## src/rtl/core/udpq_ram.sv

```systemverilog
// Generic single-port RAM with registered read.
module udpq_ram #(
  parameter int WIDTH = 8,
  parameter int DEPTH = 64
) (
  input  logic                     clk,
  input  logic                     we,
  input  logic [$clog2(DEPTH)-1:0] addr,
  input  logic [WIDTH-1:0]         wdata,
  output logic [WIDTH-1:0]         rdata
);
  logic [WIDTH-1:0] mem [DEPTH];

  always_ff @(posedge clk) begin
    if (we) mem[addr] <= wdata;
    rdata <= mem[addr];
  end
endmodule

```

## config.mk

```make
export PLATFORM = sky130hd
export DESIGN_NAME = udpq_ram
export DESIGN_NICKNAME = d
export VERILOG_FILES = /design/src/rtl/core/udpq_ram.sv
export SDC_FILE = /design/constraint.sdc
export NUM_CORES = 1
export LEC_CHECK = 0
export BUFFER_PORTS_ARGS = -buffer_cell sky130_fd_sc_hd__buf_2
export CAP_MARGIN = 25
export CORE_ASPECT_RATIO = 0.5
export CORE_UTILIZATION = 35
export CTS_CLUSTER_SIZE = 10
export DETAILED_ROUTE_END_ITERATION = 12
export SYNTH_ARGS = -nofsm -noshare
export SYNTH_HDL_FRONTEND = slang
export SYNTH_SLANG_ARGS = --single-unit
```

## constraint.sdc

```tcl
create_clock -name clk -period 6.9 [get_ports clk]
set_input_delay 0.69 -clock clk [delete_from_list [all_inputs] [get_ports clk]]
set_output_delay 0.69 -clock clk [all_outputs]
set_load 0.05 [all_outputs]
```

==> Word level (Yosys, flattened, before mapping) <==
Memories as Yosys holds them, arrays and structs flattened. A register that Yosys moved wholly into a read port is not among the register bits.
Cells that the tools add are included.
{ "classes": {"eq_ne": 0, "n_div": 0, "n_reduce_logical": 0, "mul": 0, "n_shift": 0, "bitwise": 0, "mux": 2, "n_addsub": 0, "order_cmp": 0} }
{ "ops": {"columns": ["op", "n"], "rows": [
  ["$mux W1", 2]
]} }
{ "word_totals": {"elab_cells": 3, "out_inout_bits": 8, "ramBits": 512, "memories": 1, "latch_bits": 0, "ff_bits": 0, "mem_bits_ro": 0, "in_bits": 16} }
{ "memory_table": {"columns": ["memory", "depth", "word_bits", "read_ports", "rd_clocked_by_memory_dff", "write_ports", "line_no", "source"], "rows": [
  ["mem", 64, 8, 1, 1, 1, "12", "logic [WIDTH-1:0] mem [DEPTH];"]
]} }

==> Depth between registers and ports, before layout <==
{ "logic_depth": {"ltp_word": 2, "ltp_mapped": 10, "mapped_depth_nobuf": 5} }

==> Worst setup path before layout <==
OpenSTA, ideal clock, no wires.
{ "synth_path": {"kind": "input to register", "startpoint": "input port addr[1]", "endpoint": "memory mem[13][0] (enable)", "cell_stages": 7, "setup_slack_ns": 4.111, "t_arrival_ns": 2.418, "path_buffers": 4, "setup_time_ns": 0.370, "required_time_ns": 6.530, "path_cell_list": "buf_6 > buf_6 > nor2b_1 > clkbuf_1 > clkbuf_1 > nand3_1 > nor2_1"} }
{ "synth_rtl": {"columns": ["item", "line_no", "source"], "rows": [
  ["start, declared", "8", "input logic [$clog2(DEPTH)-1:0] addr,"],
  ["end, declared", "12", null]
]} }
No word-level cell before the write port.

==> flow_metrics.tcl <==
set metrics [dict create \
    outcome "finished clean" \
    yosysTopAreaCellShare 0.752 \
    ys.flop_type "edfxtp_1" \
    dpl-instance-area_um2 21300 \
    synthArstFlopShare 0 \
    grt_pass1_vias 11358 \
    cap_violations 0 \
    dp_hpwl_um 31900 \
    netlist_area_um2 20400 \
    routed_wl_um 53100 \
    min_period_ns 3.66 \
    die-height_um 173 \
    synthCells 1171 \
    syn_area_per_cell_um2 17.5 \
    crit_chain "buf_6 -> buf_4 -> nor2_1 -> buf_4 -> a221oi_1 -> o32ai_1 -> nor4_1 -> nand4_1" \
    yosysTopAreaCell "edfxtp_1" \
    cts_tree "done" \
    core_area_um2 57600 \
    ios 24 \
    yosys_warnings 0 \
    ys_top_cells_by_count "edfxtp_1 (512), nor2_1 (82), mux2i_1 (63), nand2_1 (45), mux4_2 (41)" \
    holdWs_ns 0.679 \
    period_share 0.530 \
    hold_class "reg -> reg" \
    grt_pass1_wl_um 77900 \
    fin_tns_setup_ns 0 \
    finalMaxSlewViolations 0 \
    vias 11343 \
    timing.slew.headroom 0.290 \
    cts.path.max_buffers 3 \
    crit_required_ns 7.30 \
    die_w_um 344 \
    power-per-cell-area_nw_per_um2 286 \
    final_cell_area_um2 22900 \
    wl_per_cell_um 26.6 \
    numCtsBuffers 57 \
    syn2layout_area_growth_pct 11.9 \
    grtUsageTotal 0.179 \
    first_iter_violations 1411 \
    drive_gt1_frac 0.129 \
    crit_type "in -> reg" \
    post_cts_buffers 0 \
    fin_worst_skew_ns 0.0219 \
    fmax_mhz 273 \
    finalNetCount 1209 \
    synth_cell_types 56 \
    cpPeakStageDelay_ns 0.71 \
    num_rows 62 \
    port_buffers 23 \
    peakVddDrop_mv 0.213 \
    start_util 0.355 \
    crit_top_cell "buf_4" \
    postCtsHoldBufs 0 \
    synth_most_common_cell "edfxtp_1" \
    fp.dieArea_um2 59500 \
    first_pass_iters 6 \
    postLayoutCoreUtil 0.397 \
    globalRouteOverflowTotal 0 \
    cts-resized-gates 0 \
    cp_max_fo 96 \
    crit_arrival_ns 4.06 \
    clk_pin_slew_ns 0.06 \
    slowest_stage "buf_6" \
    via_per_inst 5.68 \
    gp_congestion 0.919 \
    leakagePower_nw 7.16 \
    synth.area.top_cells "edfxtp_1 (75%), mux4_2 (4.5%), mux2i_1 (3.1%), nor2_1 (1.5%), a22oi_1 (1.5%)" \
    grt_setup_unrepaired "false" \
    drtAntennaViolNets 0 \
    synthesis.nets 1187 \
    antenna_cells 0 \
    grt_max_degree 97 \
    clock_sinks 520 \
    antenna_found_initial 1 \
    clock_latency_ns 0.59 \
    worst_pin_slew_ns 1.06 \
    setup_viol 0 \
    seq_area_frac_synth 0.760 \
    end_kind "flip-flop" \
    cts_root_buf "clkbuf_16" \
    synth_seq_cells 520 \
    synth_enable_flop_cells 512 \
    hold_violations 0 \
    cp-start-kind "primary input" \
    cts_max_level 2 \
    remaining_drc_errors 0 \
]
[power by group]
group | internal [mW] | leakage [nW] | total [mW] | switching, mW
clock | 1.52 | 0.753 | 2.66 | 1.14
combinational | 0.106 | 1.73 | 0.378 | 0.271
sequential | 3.50 | 4.67 | 3.51 | 0.0116
total | 5.13 | 7.16 | 6.55 | 1.43
[cells by family (layout without fill, tap and decap cells)]
logic type	count (synthesis)	in the layout	share of synthesized area
flops	520	520	0.760
mux	116	116	0.0826
simple gates	229	229	0.0571
compound gates	222	222	0.0808
buf+inv	84	141	0.0198
[path summary, 6_finish.rpt]
kind,startpoint,slack [ns],depth (start not counted),end
setup / recovery,addr[2],3.24,8,rdata[0]$_DFF_P_
hold / removal,mem[3][2]$_DFFE_PP_,0.68,3,rdata[2]$_DFF_P_
setup reg to reg,mem[6][7]$_DFFE_PP_,4.69,5,rdata[7]$_DFF_P_
hold reg to reg,mem[3][2]$_DFFE_PP_,0.68,3,rdata[2]$_DFF_P_
[layout make-up]
class	instances	area, µm²
Clock buffer	92	1560
Clock inverter	2	17.5
Fill cell	5109	34700
Inverter	3	11.3
Multi-Input combinational cell	567	4510
Sequential cell	520	15500
Tap cell	768	961
Timing Repair Buffer	44	284
[routing by layer]
layer,track usage,vias up,wire length [µm]
met3,0.0530,105,5530
met2,0.270,578,23900
met4,0.0599,2,1750
met5,0,-,14
met1,0.247,5849,21900
li1,-,4809,-
[registers in the layout (all words and copies together), names as in the netlist]
| register | cells |
|---|---|
| rdata | 8 |
| mem | 512 |
[critical path, delay by kind of cell]
family          cells  cell delay, ns
compound gates      2            0.45
buf+inv             3            1.67
simple gates        3            1.15
[cell usage in the layout (no fill, tap or decap), types with 6 or more instances in the layout]
master,count
o2bb2ai_1,7
a21oi_1,28
mux2_1,7
and3_1,9
a22oi_1,40
a32oi_1,7
dfxtp_1,8
o22ai_1,22
clkbuf_1,35
nand2b_1,24
o21ai_0,9
nand2_1,45
nor2b_1,8
nand3b_1,12
edfxtp_1,512
and4_1,6
clkbuf_16,57
mux2i_1,63
o22a_1,11
a31oi_1,15
buf_4,23
a211oi_1,6
a22o_1,10
nand3_1,8
a221oi_1,21
buf_2,20
mux4_2,41
and2_1,9
nor2_1,81
a221o_1,11
o221ai_1,9
[per-stage QoR]
stage	total power [mW]	cells	setup WS, ns
floorplan	3.79	1171	4.11
global placement	3.95	1901	2.77
detailed placement	3.95	1901	2.69
CTS	6.58	1995	3.29
global route	6.72	1996	3.03
finish	6.55	1996	3.24
Power figures use the tool's default switching activity.
