**config.mk**
```make
export PLATFORM = sky130hd
export DESIGN_NAME = udpq_scan
export DESIGN_NICKNAME = d
export VERILOG_FILES = /design/src/rtl/core/udpq_pkg.sv /design/src/rtl/core/udpq_scan.sv
export SDC_FILE = /design/constraint.sdc
export NUM_CORES = 1
export LEC_CHECK = 0
export BUFFER_PORTS_ARGS = -buffer_cell sky130_fd_sc_hd__buf_2
export CORE_MARGIN = 4
export CORE_UTILIZATION = 29
export DETAILED_ROUTE_END_ITERATION = 10
export PLACE_DENSITY = 0.63
export RECOVER_POWER = 100
export SETUP_SLACK_MARGIN = 0.02
export SYNTH_ARGS = -nofsm -noshare
export SYNTH_HDL_FRONTEND = slang
export SYNTH_SLANG_ARGS = --single-unit
export TNS_END_PERCENT = 5
```
**constraint.sdc**
```tcl
create_clock -name vclk -period 2
set_input_delay 0.1 -clock vclk [all_inputs]
set_output_delay 0.1 -clock vclk [all_outputs]
set_load 0.02 [all_outputs]
```
**src/rtl/core/udpq_pkg.sv**
```systemverilog
// Shared types and codes for the UDP port demultiplexer.
package udpq_pkg;
  typedef enum logic [2:0] {
    REQ_ALLOC  = 3'd0,
    REQ_FREE   = 3'd1,
    REQ_BIND   = 3'd2,
    REQ_HDR    = 3'd3,
    REQ_BYTE   = 3'd4,
    REQ_RXOPEN = 3'd5,
    REQ_READ   = 3'd6
  } req_t;

  typedef enum logic [2:0] {
    ST_OK      = 3'd0,
    ST_INVALID = 3'd1,
    ST_IN_USE  = 3'd2,
    ST_NO_SLOT = 3'd3,
    ST_EMPTY   = 3'd4,
    ST_DROPPED = 3'd5
  } status_t;

  localparam logic [15:0] EPH_RESET = 16'd40000;

  typedef struct packed {
    logic        req;
    logic [15:0] port;
    logic [5:0]  skip;
  } scan_cmd_t;

  typedef struct packed {
    logic       hit;
    logic [5:0] idx;
  } scan_res_t;
endpackage

```
**src/rtl/core/udpq_scan.sv**
```systemverilog
// Port compare unit: lowest bound socket with a given port.
module udpq_scan #(
  parameter int SOCKETS = 8
) (
  input  logic [SOCKETS-1:0]       live,
  input  logic [15:0]              ports [SOCKETS],
  input  udpq_pkg::scan_cmd_t      cmd,
  output udpq_pkg::scan_res_t      res
);
  import udpq_pkg::*;

  always_comb begin
    res = '0;
    for (int i = SOCKETS - 1; i >= 0; i--) begin
      if (cmd.req && live[i] && ports[i] == cmd.port && 6'(i) != cmd.skip) begin
        res.hit = 1'b1;
        res.idx = 6'(i);
      end
    end
  end
endmodule

```
# After elaboration in Yosys (flattened, before gate mapping)
# Index checks and enable logic that the tools add are counted.
[word_totals]
register_bits = 0
out_inout_bits = 7
inputBits = 159
word_cells = 48
[op_classes]
eq_ne = 15
muxes = 8
reduce_logical = 25
[op_table]
columns = ["op", "count"]
rows = [
  ["16-bit == test", 8],
  ["7-bit two-way mux", 8],
  ["1-bit logical AND", 24],
  ["3-bit by 6-bit inequality test with 1-bit output, first input constant", 4],
  ["2-bit by 6-bit inequality test with 1-bit output, first input constant", 2],
  ["1-bit by 6-bit inequality test with 1-bit output, first input constant", 1],
  ["6-bit nonzero test", 1],
]

# Logic depth before layout (Yosys ltp)
# Gate-level depths: netlist (run 1).
[depth]
word_depth = 11
ltp_mapped = 8
depth_no_buf = 7

# Worst setup path before layout (run 1)
# No wires, ideal clock.
[synth_path]
path_kind = "input-to-output"
from = "input port cmd[8] (netlist name)"
to = "output port res[2] (netlist name)"
setup_slack_ns = 0.126
path_buffers = 1
stages = 8
t_arrival_ns = 1.774
required_time_ns = 1.900
cell_sequence = "buf_2 -> xor2_1 -> nor4_1 -> nand2_1 -> a2111oi_2 -> nor2b_1 -> nor2b_1 -> nor3_1"
[synth_rtl]
columns = ["element", "line", "text"]
rows = [
  ["start: declaration", "udpq_scan.sv:7", "input udpq_pkg::scan_cmd_t cmd,"],
  ["end: declaration", "udpq_scan.sv:8", "output udpq_pkg::scan_res_t res"],
]

==> results of run 1 <==
==> critical path: stages <==
cell and delay, ns:
buf_4 0.12, xor2_2 0.17, nor4_2 0.25, nand4_1 0.19
a2111oi_4 0.40, buf_4 0.18, a21oi_1 0.04, o21ai_1 0.14
a21oi_1 0.09, buf_4 0.16
==> worst paths after layout <==
path	end	depth (start not counted)	slack (ns)	start
setup / recovery	res[0]	10	0.04	ports[55]
hold / removal	res[0]	5	0.75	live[1]
==> cells in the mapped netlist, types with 2 or more instances <==
library cell  count
xor2_1           41
o21ai_1           2
buf_6             5
nand4_1          22
nand2_1           5
buf_2             8
xnor2_1          86
nor2_1            3
nor3_1            2
a21oi_1           3
nand3_1           8
buf_4             6
nor4_1           12
and3_1            2
nor2b_1           3
==> kinds of logic after synthesis <==
| group | Yosys count |
|---|---|
| other cells | 1 |
| buf+inv | 19 |
| simple gates | 64 |
| xor+xnor | 128 |
| compound gates | 12 |
==> metrics by stage <==
stage / utilization (%) / setup TNS (ns) / worst slack, ns
2_1_floorplan: - / 0 / 0.126
3_3_place_gp: 46.2 / -0.0897 / -0.0306
5_1_grt: 49.9 / -0.106 / -0.0705
4_1_cts: 46.4 / 0 / 0.0226
3_5_place_dp: 46.2 / -0.0163 / -0.0163
6_report: 49.9 / 0 / 0.0402
==> report_power, final <==
group	total, uW	internal, uW	switching, uW
Combinational	604	327	277
Sequential	0	0	0
Clock	0	0	0
==> routing by layer <==
layer	part of all wire [%]	wire, microns	track usage (%)	vias to the layer above
li1	-	-	-	1110
met1	38	3060	23.8	1012
met2	53	4360	39.9	105
met3	7.3	595	2.85	12
met4	1.8	148	2.12	0
met5	0	0	0	-
==> repair_timing <==
| action | 4_1_cts | 5_1_grt |
|---|---|---|
| pin swaps | 0 | 19 |
| setup endpoints to repair | 2 | 4 |
| setup buffers | 0 | 5 |
| hold endpoints to repair | 0 | 0 |
| resized for setup | 2 | 40 |
==> cells in the final DEF, fill, tap and decap left out, types with 3 or more instances in the layout <==
| cell type | synthesis | layout |
|---|---|---|
| xor2_1 | 41 | 39 |
| nor2_1 | 3 | 3 |
| nor4_2 | 1 | 5 |
| xnor2_1 | 86 | 80 |
| nand2_1 | 5 | 5 |
| xnor2_2 | 0 | 6 |
| nor4_1 | 12 | 8 |
| a21oi_1 | 3 | 3 |
| nand3_1 | 8 | 7 |
| buf_4 | 6 | 29 |
| buf_6 | 5 | 6 |
| nand4_1 | 22 | 22 |
| xor2_2 | 1 | 3 |
| buf_2 | 8 | 152 |
| conb_1 | 1 | 3 |
==> layout make-up <==
cell class         count  area share [%]
repair buffers       191            36.8
well taps             75            3.18
multi-input cells    207            60.0
==> metrics, run 1 <==
number of antenna violations at the first check in global routing=0; cell area after layout=0.00295 sq mm; share of cells above drive strength 1=54.8%; final WL=8170 microns; wire length per cell=17.3 microns; critical-path maximum fanout=2; critical path class=in -> out; Fillers=613; GR Overflow Total=0; crit start category=input pin; drt drc=0; DP HPWL=7080 microns; Layout Nets=559; sequential cell count=0; initial core utilization=29.9%; pin count of the biggest net entering global routing=9; hold_ws=0.755 ns; Hold Violations, Final=0; leakage=0.00134 uW; # setup viols final=0; max-cap violations=0; adder-cell share of the synthesized area=0%; DP Area=0.00273 sq mm; Power Dens Cells=205 mW/mm^2; routability cong.=0.869; Tcrit/Tclk final=98.0%; core footprint=0.00592 sq mm; simple-gate share of the synthesized area=22.2%; compound-gate portion of the synthesized area=6.00%; critical path arrival=1.86 ns; register area share after synthesis=0%; largest area contributor in the netlist=xnor2_1; syn_area_per_cell=7.91 sq um; total power=604 uW; Via density=4.73; max-slew violation count=0; vias post-DR=2239; Multi-input gate area=0.00177 sq mm; global-route wire length before repair=11800 microns; CTS Hold Bufs=0; critical path endpoint category=primary output; main area contributors after synthesis=xnor2_1, xor2_1, nand4_1; overall global routing resource usage=20.3%; largest family of logic cells by synthesized area=XOR/XNOR gates; run status=finished, final reports clean; synthesized instance count=224; Post-Synth XOR/XNOR Area=63.7%; Max Freq=0.510 GHz; sequential cell area=0 sq um; vias in the first global route=2365; Layout area overhead=66.5%; Hold Path Class=in -> out; Final ANT Viol Nets=0; post-synth top area share=42.5%; ant diodes=0; Synth cell types=31; RSZ-0062 raised after global routing=yes; Buffers on Ports=163; first-pass iteration count of the detailed router=4; Top-Level Pins=166; die extent in y=86.2 microns; Post-Syn Area=0.00177 sq mm; min Tclk post-route=1.96 ns; Clock Buffer Count=0; Yosys Warn Count=0; row count=28; Crit path required time=1.90 ns; die span in x=86.2 microns; final non-filler cell total=473; Die Area=0.00743 sq mm; number of DRC markers in iteration 0=31; post-synthesis mux area share=0%; Peak VDD IR=104 uV; placed cells=468
(Power assumes the default switching activity.)
==> run 2: changes to the inputs <==
==> constraint.sdc (replaced) <==
create_clock -name vclk -period 2
set_input_delay 0.1 -clock vclk [all_inputs]
set_output_delay 0.1 -clock vclk [all_outputs]
set_load 0.05 [all_outputs]
==> run 2 against run 1 <==
Compared with the run above: sequential share of layout area stayed put; power increased by 8.5%; first-iteration DRC count increased by 52%; via count grew 1.8%; wire length down 2.2%; critical endpoint is now res[1]; sequential cell count did not move; clock-buffer cell count unchanged; cell count rose by 1.7%; fmax increased by 0.26%; utilization up 4.0 points; cell area up 8.1%.
==> metrics, run 2 (same netlist as run 1, synthesis figures left out) <==
die span in x=86.2 microns; drt drc=0; pin count of the biggest net entering global routing=9; setup slack at placement=-0.156 ns; wire length per cell=16.6 microns; die extent in y=86.2 microns; WP buf/inv=3; max-slew violation count=0; CTS Hold Bufs=0; crit start category=input pin; overall global routing resource usage=19.6%; number of DRC markers in iteration 0=47; max-cap violations=0; leakage=0.00148 uW; Layout area overhead=79.9%; core footprint=0.00592 sq mm; RSZ-0062 raised after global routing=yes; total power=656 uW; Buffers on Ports=163; Final ANT Viol Nets=0; cell area after layout=0.00319 sq mm; Power Dens Cells=206 mW/mm^2; critical path arrival=1.85 ns; Peak VDD IR=117 uV; DP Area=0.00284 sq mm; number of antenna violations at the first check in global routing=0; critical-path maximum fanout=3; # setup viols final=0; commonest non-fill, non-tap cell in the layout=buf_2; hold_ws=0.735 ns; Max Freq=0.512 GHz; routability cong.=0.874; slowest cell delay on critical path=0.55 ns; worst-path cell chain=buf_8, buf_4, xnor2_2, nand4_1, or4_4, o21ai_2, a21oi_1, nor2_1, clkbuf_4; Clock Buffer Count=0; Fillers=567; first-pass iteration count of the detailed router=4; critical path class=in -> out; vias post-DR=2280; Top-Level Pins=166; delay-heaviest family, CP=simple AND/OR/NAND/NOR gates; most frequent cells in the layout=buf_2, xnor2_1, xor2_1; share of cells above drive strength 1=58.1%; DP HPWL=7010 microns; Crit path required time=1.90 ns; sequential cell area=0 sq um; Tcrit/Tclk final=97.7%; initial core utilization=29.9%; sequential cell count=0; Die Area=0.00743 sq mm; vias in the first global route=2338; Setup WS post-layout=0.0453 ns; Via density=4.74; Layout Nets=567; critical path endpoint category=primary output; min Tclk post-route=1.95 ns; Hold Path Class=in -> out; global-route wire length before repair=11400 microns; row count=28; run status=finished, final reports clean; GR Overflow Total=0; CP max stage cell=or4_4; Hold Violations, Final=0; final WL=7990 microns; ant diodes=0
-- run 2: cell types whose count changed in the layout (fill, tap and decap cells not counted), sizes merged --
| cell | previous run | this run |
|---|---|---|
| buf | 188 | 194 |
| clkbuf | 3 | 5 |
-- run 2: worst paths after layout --
check                 cells past startpoint     end  slack (ns)  startpoint
worst max-delay path                      9  res[1]        0.05     cmd[13]
worst min-delay path                      5  res[0]        0.74     live[1]
-- run 2: what timing repair did --
item / CTS / global route
setup buffers: 0 / 2
pin swaps: 0 / 31
resized for setup: 8 / 68
setup endpoints to repair: 4 / 4
-- run 2: power breakdown --
part	internal, uW	total (uW)	switching, uW
clock network	0	0	0
logic	364	656	291
registers	0	0	0
-- run 2: cell type report --
type               count  area, sq um  area share [%]
multi-input cells    207         1870            58.7
well taps             75         93.8            2.94
repair buffers       199         1220            38.3
-- run 2: tightest hold or removal path, cell delays in order --
cell and delay (ns):
buf_2 0.10, nand4_1 0.09, or4_4 0.15, a21oi_2 0.06, buf_6 0.14
-- run 2: per-layer routing --
| layer | part of all wire [%] | vias to the layer above | global-route usage, % |
|---|---|---|---|
| li1 | - | 1126 | - |
| met1 | 37 | 1043 | 22.2 |
| met2 | 53 | 99 | 39.2 |
| met3 | 7.5 | 12 | 2.95 |
| met4 | 1.9 | 0 | 2.27 |
| met5 | 0 | - | 0 |
-- run 2: per-stage QoR --
stage	util [%]	instances	TNS, ns
floorplan	-	226	-0.186
detailed placement	47.9	479	-0.346
global route	53.9	481	-0.155
CTS	48.4	479	-0.0406
global placement	47.9	479	-0.428
finish	53.9	481	0
==> run 3: changes to the inputs <==
Settings changed: CELL_PAD_IN_SITES_DETAIL_PLACEMENT set to 1, CELL_PAD_IN_SITES_GLOBAL_PLACEMENT set to 1, CORE_UTILIZATION 29 to 25, MAX_ROUTING_LAYER set to met4, PLACE_DENSITY 0.63 to 0.81.
==> run 3 against run 2 <==
Compared with the run above: the run now ends with setup timing left; critical path depth is 1 higher; wire length is 21% higher; via count is 6.1% higher; fmax is 5.1% lower; first-iteration DRC count is 47% higher; clock-buffer cell count stayed put; highest routed layer unchanged; utilization is 6.4 points lower; sequential cell count stayed put; non-clock buffer count is 10 higher; combinational power is 3% higher; worst setup slack worse by 0.11 ns; die area is 14% higher.
==> metrics, run 3 (same netlist as run 1, synthesis figures left out) <==
run status=finished with violations; failing checks=setup timing; wire length per cell=18.9 microns; setup TNS=-0.0627 ns; slowest cell delay on critical path=0.39 ns; Max Freq=0.485 GHz; most frequent cells in the layout=buf_2, xnor2_1, buf_4; critical-path maximum fanout=5; sequential cell count=0; Die Area=0.00850 sq mm; DP HPWL=8380 microns; Hold Path Class=in -> out; routability cong.=0.938; Peak VDD IR=91.9 uV; delay-heaviest family, CP=simple AND/OR/NAND/NOR gates; CP dominant cell by count=nor2b_4; share of cells above drive strength 1=57.9%; vias in the first global route=2781; global-route wire length before repair=13800 microns; Via density=4.72; Fillers=882; RSZ-0062 raised after global routing=yes; row count=30; first-pass iteration count of the detailed router=4; Setup WS post-layout=-0.0605 ns; max-cap violations=0; initial core utilization=26.0%; critical path endpoint category=primary output; CP max stage cell=a2111oi_4; Least-Margin Pin Slew=0.548 ns; number of DRC markers in iteration 0=69; Final ANT Viol Nets=0; Crit path required time=1.90 ns; Buffers on Ports=163; critical path class=in -> out; commonest non-fill, non-tap cell in the layout=buf_2; Multi-input gate area=0.00183 sq mm; max-slew violation count=0; leakage=0.00149 uW; ant diodes=0; Tcrit/Tclk final=103%; final WL=9660 microns; pin count of the biggest net entering global routing=9; Layout Nets=577; Slew headroom=63.2%; vias post-DR=2418; die span in x=92.2 microns; Hold Violations, Final=0; # setup viols final=2; Power Dens Cells=208 mW/mm^2; die extent in y=92.2 microns; crit start category=input pin; drt drc=0; core footprint=0.00683 sq mm; Top-Level Pins=166; critical path arrival=1.96 ns; worst-path cell chain=buf_8, buf_12, xor2_2, nor4_2, nand4_1, a2111oi_4, nor2b_4, nor2b_4, nor3_4, buf_6; overall global routing resource usage=21.2%; min Tclk post-route=2.06 ns; GR Overflow Total=0; Layout Utilization=47.5%; number of antenna violations at the first check in global routing=0; CTS Hold Bufs=0; Layout area overhead=83.1%; Clock Buffer Count=0; WP buf/inv=3; sequential cell area=0 sq um
[run 3: worst paths after layout]
path	startpoint	endpoint	depth (start not counted)
min	live[1]	res[0]	5
max	cmd[13]	res[2]	10
[run 3: layer usage]
metal	track usage [%]	up-vias	wire length [microns]
met2	42.1	113	5530
met5	-	-	0
met3	2.05	24	387
met1	22.3	1136	3450
li1	-	1145	-
met4	4.95	0	288
[run 3: power breakdown]
part	switching (uW)	total (uW)	internal [uW]
sequential	0	0	0
combinational	310	676	366
clock	0	0	0
total	310	676	366
[run 3: layout make-up]
cell class	instances	share of cell area, %
Tap cell	96	3.70
Timing Repair Buffer	209	39.8
Multi-Input combinational cell	207	56.5
[run 3: worst min-delay path: stages]
cell,delay [ns]
buf_2,0.10
nand4_1,0.08
or4_4,0.15
a21oi_2,0.07
buf_6,0.14
[run 3: stage by stage]
stage / cells / hold WS [ns] / setup WS (ns) / total power (uW) / cell area, sq um
6_report: 512 / 0.743 / -0.0605 / 676 / 3250
2_1_floorplan: 226 / 0.528 / -0.151 / 321 / 1790
3_3_place_gp: 505 / 0.743 / -0.169 / 597 / 2910
5_1_grt: 512 / 0.782 / -0.114 / 733 / 3250
4_1_cts: 505 / 0.730 / -0.0433 / 629 / 2990
3_5_place_dp: 505 / 0.749 / -0.234 / 615 / 2910
[run 3: repair_timing]
item	in CTS	in global routing
endpoints found under the setup margin	4	4
pin swaps	3	19
endpoints found under the hold margin	0	0
resized for setup	17	43
buffers inserted	0	7
